$ cat config.mk
export PLATFORM = sky130hd
export DESIGN_NAME = vt_escape_stripper
export DESIGN_NICKNAME = d
export VERILOG_FILES = /design/src/rtl/core/vtes_pkg.sv /design/src/rtl/core/vtes_in_stage.sv /design/src/rtl/core/vtes_parser.sv /design/src/rtl/core/vt_escape_stripper.sv
export VERILOG_INCLUDE_DIRS = /design/src /design/src/rtl/core
export SDC_FILE = /design/constraint.sdc
export NUM_CORES = 1
export LEC_CHECK = 0
export BUFFER_PORTS_ARGS = -buffer_cell sky130_fd_sc_hd__buf_2
export CAP_MARGIN = 25
export CORE_MARGIN = 2
export CORE_UTILIZATION = 50
export CTS_CLUSTER_DIAMETER = 100
export DETAILED_ROUTE_END_ITERATION = 10
export GPL_TIMING_DRIVEN = 1
export PLACE_DENSITY = 0.76
export SLEW_MARGIN = 0
export SYNTH_ARGS = -nofsm -noshare
export SYNTH_HDL_FRONTEND = slang
export SYNTH_HIERARCHICAL = 1
export SYNTH_SLANG_ARGS = --single-unit
export TNS_END_PERCENT = 5
$ cat constraint.sdc
create_clock -name aclk -period 2.5 [get_ports aclk]
set_clock_uncertainty 0.15 [all_clocks]
set_input_delay 0.5 -clock aclk [delete_from_list [all_inputs] [get_ports aclk]]
set_output_delay 0.5 -clock aclk [all_outputs]
set_load 0.02 [all_outputs]
$ cat src/rtl/core/vt_escape_stripper_defines.svh
// ---------------------------------------------------------------------------
// VT escape stripper assertion macros
// Concurrent assertion wrappers; they expand to nothing when SYNTH is set.
// ---------------------------------------------------------------------------
`ifndef VT_ESCAPE_STRIPPER_DEFINES_SVH
`define VT_ESCAPE_STRIPPER_DEFINES_SVH

`ifndef SYNTH

// Same-cycle implication.
`define VTES_ASSERT_SAME(name, clk, rst_n, ante, cons) \
    name: assert property (@(posedge clk) disable iff (!rst_n) (ante) |-> (cons)) \
        else $error("vt_escape_stripper: check failed");

// Next-cycle implication.
`define VTES_ASSERT_NEXT(name, clk, rst_n, ante, cons) \
    name: assert property (@(posedge clk) disable iff (!rst_n) (ante) |=> (cons)) \
        else $error("vt_escape_stripper: check failed");

`else

`define VTES_ASSERT_SAME(name, clk, rst_n, ante, cons)
`define VTES_ASSERT_NEXT(name, clk, rst_n, ante, cons)

`endif

`endif

$ cat src/rtl/core/vtes_pkg.sv
// ---------------------------------------------------------------------------
// VT escape stripper package
// Parser modes, byte codes and the beat type shared by the stripper modules.
// ---------------------------------------------------------------------------
package vtes_pkg;

    typedef enum logic [2:0] {
        MODE_TEXT    = 3'd0,
        MODE_ESC     = 3'd1,
        MODE_CSI     = 3'd2,
        MODE_OSC     = 3'd3,
        MODE_OSC_ESC = 3'd4
    } parse_mode_t;

    localparam logic [7:0] BYTE_BEL       = 8'h07;
    localparam logic [7:0] BYTE_TAB       = 8'h09;
    localparam logic [7:0] BYTE_LF        = 8'h0A;
    localparam logic [7:0] BYTE_CR        = 8'h0D;
    localparam logic [7:0] BYTE_ESC       = 8'h1B;
    localparam logic [7:0] BYTE_SP        = 8'h20;
    localparam logic [7:0] CSI_FINAL_MIN  = 8'h40;
    localparam logic [7:0] BYTE_LBRACKET  = 8'h5B;
    localparam logic [7:0] BYTE_BACKSLASH = 8'h5C;
    localparam logic [7:0] BYTE_RBRACKET  = 8'h5D;

    typedef struct packed {
        logic [7:0] data;
        logic       chunk_end;
    } beat_t;

    function automatic logic is_text_byte(input logic [7:0] b);
        return (b == BYTE_CR) || (b == BYTE_LF) || (b == BYTE_TAB) || (b >= BYTE_SP);
    endfunction

endpackage

$ cat src/rtl/core/vtes_in_stage.sv
// ---------------------------------------------------------------------------
// VT escape stripper input stage
// Registers one incoming beat and holds it until the parser takes it.
// ---------------------------------------------------------------------------
module vtes_in_stage (
    input  logic           aclk,
    input  logic           aresetn,
    input  logic           s_valid,
    output logic           s_ready,
    input  logic [7:0]     s_in_byte,
    input  logic           s_chunk_end,
    input  logic           advance,
    output logic           beat_valid,
    output vtes_pkg::beat_t beat
);
    import vtes_pkg::*;

    logic  valid_reg;
    logic  valid_next;
    beat_t beat_reg;
    logic  load;

    assign s_ready = !valid_reg || advance;
    assign load    = s_valid && s_ready;

    always_comb begin
        if (load) begin
            valid_next = 1'b1;
        end else if (advance) begin
            valid_next = 1'b0;
        end else begin
            valid_next = valid_reg;
        end
    end

    always_ff @(posedge aclk) begin
        if (!aresetn) begin
            valid_reg <= 1'b0;
        end else begin
            valid_reg <= valid_next;
        end
    end

    always_ff @(posedge aclk) begin
        if (load) begin
            beat_reg.data      <= s_in_byte;
            beat_reg.chunk_end <= s_chunk_end;
        end
    end

    assign beat_valid = valid_reg;
    assign beat       = beat_reg;

endmodule

$ cat src/rtl/core/vtes_parser.sv
// ---------------------------------------------------------------------------
// VT escape stripper parser
// Holds the parse mode and decides whether the current byte is kept.
// ---------------------------------------------------------------------------
module vtes_parser (
    input  logic            aclk,
    input  logic            aresetn,
    input  logic            advance,
    input  vtes_pkg::beat_t beat,
    output logic            keep
);
    import vtes_pkg::*;

    parse_mode_t mode_reg;
    parse_mode_t mode_next;
    parse_mode_t step_mode;
    parse_mode_t osc_mode;

    always_comb begin
        priority if (beat.data == BYTE_BEL) begin
            osc_mode = MODE_TEXT;
        end else if (beat.data == BYTE_ESC) begin
            osc_mode = MODE_OSC_ESC;
        end else begin
            osc_mode = MODE_OSC;
        end
    end

    always_comb begin
        keep      = 1'b0;
        step_mode = MODE_TEXT;
        unique case (mode_reg)
            MODE_ESC: begin
                if (beat.data == BYTE_LBRACKET) begin
                    step_mode = MODE_CSI;
                end else if (beat.data == BYTE_RBRACKET) begin
                    step_mode = MODE_OSC;
                end
            end
            MODE_CSI: begin
                if (beat.data < CSI_FINAL_MIN) begin
                    step_mode = MODE_CSI;
                end
            end
            MODE_OSC: begin
                step_mode = osc_mode;
            end
            MODE_OSC_ESC: begin
                step_mode = (beat.data == BYTE_BACKSLASH) ? MODE_TEXT : osc_mode;
            end
            default: begin
                if (beat.data == BYTE_ESC) begin
                    step_mode = MODE_ESC;
                end else begin
                    keep = is_text_byte(beat.data);
                end
            end
        endcase
        mode_next = beat.chunk_end ? MODE_TEXT : step_mode;
    end

    always_ff @(posedge aclk) begin
        if (!aresetn) begin
            mode_reg <= MODE_TEXT;
        end else if (advance) begin
            mode_reg <= mode_next;
        end
    end

endmodule

$ cat src/rtl/core/vt_escape_stripper.sv
// ---------------------------------------------------------------------------
// VT escape stripper
// Filters a terminal byte stream, flagging each byte as readable text or not.
// ---------------------------------------------------------------------------
// One result beat comes out for every input beat, in order. m_valid for a beat
// rises once the beat has moved from the input register to the output
// register, when that register is free. Input register, parser and output
// register form a two-stage pipeline: one beat per cycle unless m_ready stalls;
// the single parse mode register is updated as each beat moves to the output.
// CSI, OSC and two-byte ESC sequences and stray control bytes are flagged
// with m_keep low; m_out_byte always copies the input byte. A beat with
// s_chunk_end high returns the parser to text mode after that byte.
// ---------------------------------------------------------------------------
`include "vt_escape_stripper_defines.svh"

module vt_escape_stripper (
    input  logic       aclk,
    input  logic       aresetn,
    input  logic       s_valid,
    output logic       s_ready,
    input  logic [7:0] s_in_byte,
    input  logic       s_chunk_end,
    output logic       m_valid,
    input  logic       m_ready,
    output logic       m_keep,
    output logic [7:0] m_out_byte,
    output logic       m_out_chunk_end
);
    import vtes_pkg::*;

    logic       beat_valid;
    beat_t      beat;
    logic       advance;
    logic       keep;
    logic       m_valid_reg;
    logic       m_valid_next;
    logic       m_keep_reg;
    logic [7:0] m_byte_reg;
    logic       m_chunk_end_reg;

    assign advance = beat_valid && (!m_valid_reg || m_ready);

    vtes_in_stage u_in_stage (
        .aclk        (aclk),
        .aresetn     (aresetn),
        .s_valid     (s_valid),
        .s_ready     (s_ready),
        .s_in_byte   (s_in_byte),
        .s_chunk_end (s_chunk_end),
        .advance     (advance),
        .beat_valid  (beat_valid),
        .beat        (beat)
    );

    vtes_parser u_parser (
        .aclk    (aclk),
        .aresetn (aresetn),
        .advance (advance),
        .beat    (beat),
        .keep    (keep)
    );

    always_comb begin
        if (advance) begin
            m_valid_next = 1'b1;
        end else if (m_ready) begin
            m_valid_next = 1'b0;
        end else begin
            m_valid_next = m_valid_reg;
        end
    end

    always_ff @(posedge aclk) begin
        if (!aresetn) begin
            m_valid_reg <= 1'b0;
        end else begin
            m_valid_reg <= m_valid_next;
        end
    end

    always_ff @(posedge aclk) begin
        if (advance) begin
            m_keep_reg      <= keep;
            m_byte_reg      <= beat.data;
            m_chunk_end_reg <= beat.chunk_end;
        end
    end

    assign m_valid         = m_valid_reg;
    assign m_keep          = m_keep_reg;
    assign m_out_byte      = m_byte_reg;
    assign m_out_chunk_end = m_chunk_end_reg;

    `VTES_ASSERT_SAME(a_keep_is_text, aclk, aresetn, m_valid && m_keep, is_text_byte(m_out_byte))
    `VTES_ASSERT_SAME(a_esc_dropped, aclk, aresetn, m_valid && (m_out_byte == BYTE_ESC), !m_keep)
    `VTES_ASSERT_NEXT(a_advance_fills_out, aclk, aresetn, advance, m_valid)
    `VTES_ASSERT_SAME(a_no_overwrite, aclk, aresetn, m_valid && !m_ready, !advance)

endmodule

==> impl_summary.md <==
Status
The run finished with clean final reports.

Timing
Setup repair after global routing left no endpoint under its margin. The smallest clock period supported by the final layout is computed as just under 2 ns. For the pin with the worst max-slew slack, the measured transition is roughly 0.44 ns. The max-slew violation total from the final report is 0.

Measured against its own limit, the worst slew margin works out to between 60 and 70%. The count of final setup violators is 0. Derived from the worst setup path, the maximum achievable clock frequency is 0.506 GHz. After layout, the worst path uses approximately 79% of the clock period. In the final timing run, aggregate negative setup slack is 0 ns. The hold violation total from the final report was 0.

Floorplan
The die span in x is around 50 um. The die area is approximately 0.0024 mm2. The placement row count is 16. The chip height is a little under 50 um. The core region area is between 0.0015 and 0.002 mm2. The effective utilization at floorplan is a little over half. The number of top-level pins is 25.

Cells and area
The final non-filler cell area is 0.00122 mm2. The growth of design area from synthesis to finish is 21.2%. The register with the most flip-flops in the layout has 9 of them. The repair_antennas step left the layout with diodes totalling 0. Of the cells placed in the final design, the portion with a size suffix greater than 1 is roughly a third. The filler cell count in the final layout is roughly 160. The final layout net count is around 120. The filler-free cell count of the finished design is between 100 and 150.

Cells fill a little over three fifths of the core in the end.

Critical path
For this design, the slowest cell found on the critical path is sky130_fd_sc_hd__edfxtp_1. Along the worst path, the maximum fanout reaches 5. The peak per-stage delay on the critical path is around 0.47 ns.

The worst setup path is captured at a register. The setup path with the least slack is of type reg -> reg. The worst setup path is launched from a register. Data arrives at the worst endpoint at ~2.0 ns. Walking the worst path, the cells encountered are or3b_1, o311ai_0, o211ai_1, a221oi_1. Data on the critical path is required at its endpoint by roughly 2.6 ns.

Power and ir drop
The worst ir drop on vdd is just over 400 uV. Summed over all cells, the static leakage comes to 0.443 nW. In this run the power density over the cells is about 660 mW/mm2. The total chip power is slightly above 0.8 mW.

Worst hold path
The worst hold path belongs to the class in -> reg.

Clocking
The total setup buffers inserted after CTS is 0. The buffer cell driving the clock tree root is sky130_fd_sc_hd__clkbuf_4. Clock latency on the worst-skew pair, taken at its later pin, is roughly 0.31 ns. After clock tree synthesis, the flow added hold-fix buffers numbering 0. Gates resized during post-CTS repair numbered 0.

The number of clock buffers inserted by TritonCTS is 3. TritonCTS built the clock tree. Counting along the longest clock path gives a buffer depth of 2.

The number of clock sinks seen by CTS is 24. The register clock-pin slew on the reported worst setup and hold paths is roughly 0.12 ns. The H-tree depth is 1.

Logic synthesis
The share of Yosys cell area claimed by the top area cell type is a little under three fifths. The number of instances in the synthesized netlist is 72. Summing every instance area after synthesis gives between 0.001 and 0.0015 mm2. Counting flops and latches in the post-synthesis netlist gives 24. Among all cell types in the netlist, the one instantiated most often is sky130_fd_sc_hd__edfxtp_1.

The number of nets produced by synthesis is 85. For this run, asynchronously set or reset flops after synthesis account for 0%. The synthesized design spends more area on one cell type than any other, namely sky130_fd_sc_hd__edfxtp_1. Summing the sequential cell areas from Yosys gives approximately two thirds of the chip area.

The synthesis warning total is 6. The synthesized netlist contains 33 unique library cells. For this run, the leading register cell type out of synthesis is sky130_fd_sc_hd__edfxtp_1. Ranked by instance count, the synthesized netlist is headed by sky130_fd_sc_hd__edfxtp_1, sky130_fd_sc_hd__dfxtp_1, sky130_fd_sc_hd__a21oi_1, sky130_fd_sc_hd__nand3b_1. The post-synthesis area per instance is ~14 um2.

In this run, synthesis inferred 19 flip-flops with an integrated enable. Sorting the synthesized cells by area gives the leading types as sky130_fd_sc_hd__edfxtp_1, sky130_fd_sc_hd__dfxtp_1, sky130_fd_sc_hd__nand3b_1.

Place
The final HPWL from detailed placement is around 1.2 mm. Port buffering added 24 buffers. The cell area after placement is 0.00117 mm2. In this run, placement finished with an instance count of roughly 120.

At the end of routability-driven placement, the weighted congestion stood at slightly below 0.8.

Drt
The wire length after detailed routing is 1.62 mm. In the final routed layout, each cell accounts on average for around 13 um. The routed layout has 685 vias.

The count of nets left with antenna violations once routing finished came out at 0. Dividing the detail-routed via count by the number of cells gives approximately 5.4. Before antenna repair, the detailed router went through 4 iterations.

The number of design-rule violations left by the first detailed-router iteration is 20. For this run, design rule violations remaining after detail routing come to 0.

Global routing
The largest net degree at the start of global routing is 17. After global routing the overflow that remains totals 0. The initial antenna violation count is 0. The number of global-route vias before repair is around 640. The total global routing track utilization is between 15 and 20%. The first global-routing pass estimated roughly 2.7 mm of wire.

Job
Across the run, the number of max-cap violations was 0.
-- through the flow --
step                      hold WS, ns  setup WS [ns]
final                           0.198          0.526
after global routing            0.178          0.393
after CTS                       0.191          0.573
after detailed placement        0.306          0.612
after global placement          0.300          0.642
after floorplan                 0.277          0.341
-- power breakdown --
group	internal, mW	leakage, nW	switching, mW	total, mW
logic	0.0307	0.195	0.0392	0.0699
registers	0.456	0.220	0.0145	0.470
clock network	0.162	0.0279	0.109	0.271
total	0.648	0.443	0.162	0.811
-- cells in the final DEF, fill, tap and decap left out, types with 2 or more instances in the layout --
| cell type | instances |
|---|---|
| sky130_fd_sc_hd__buf_2 | 24 |
| sky130_fd_sc_hd__edfxtp_1 | 19 |
| sky130_fd_sc_hd__dfxtp_1 | 5 |
| sky130_fd_sc_hd__nand3b_1 | 4 |
| sky130_fd_sc_hd__a21oi_1 | 4 |
| sky130_fd_sc_hd__clkbuf_4 | 3 |
| sky130_fd_sc_hd__nor2_1 | 3 |
| sky130_fd_sc_hd__nor3_1 | 3 |
| sky130_fd_sc_hd__nand2b_1 | 3 |
| sky130_fd_sc_hd__nor2b_1 | 2 |
| sky130_fd_sc_hd__inv_1 | 2 |
| sky130_fd_sc_hd__or3b_1 | 2 |
| sky130_fd_sc_hd__o21ai_0 | 2 |
| sky130_fd_sc_hd__nand3_1 | 2 |
-- critical path, delay by kind of cell, from the launching register on --
kind	cells	cell delay, ns
AO/OA/AOI/OAI	3	0.85
AND/OR/NAND/NOR	1	0.42
flip-flops	1	0.47
-- path summary, 6_finish.rpt --
kind | endpoint | start | slack [ns] | cells past startpoint
worst max-delay path | u_parser/mode_reg[0] | u_in_stage/beat[8] | 0.53 | 4
worst min-delay path | u_in_stage/beat[0] | s_chunk_end | 0.20 | 1
worst max register to register | u_parser/mode_reg[0] | u_in_stage/beat[8] | 0.53 | 4
worst min register to register | m_out_chunk_end | u_in_stage/beat[0] | 0.33 | 0
-- layer usage --
layer	GRT usage (%)	wire length, um
met1	18.0	670
met3	2.76	92
met4	10.0	50
met2	26.0	810
met5	0	0
-- kinds of logic after synthesis --
family          after synthesis  synth area share, %
compound gates               16                 11.5
xor+xnor                      2                 1.73
buf+inv                       2                0.743
flops                        24                 66.3
mux                           1                 1.11
simple gates                 27                 18.6
-- area by class of cell --
cell class	count	area [um2]	share of cell area, %
well taps	27	33.8	2.76
clock inverters	1	30.0	2.45
inverters	2	7.51	0.613
repair buffers	25	128	10.4
clock buffers	3	22.5	1.84
flip-flops and latches	24	671	54.7
multi-input cells	46	333	27.2
(Power assumes the default switching activity.)
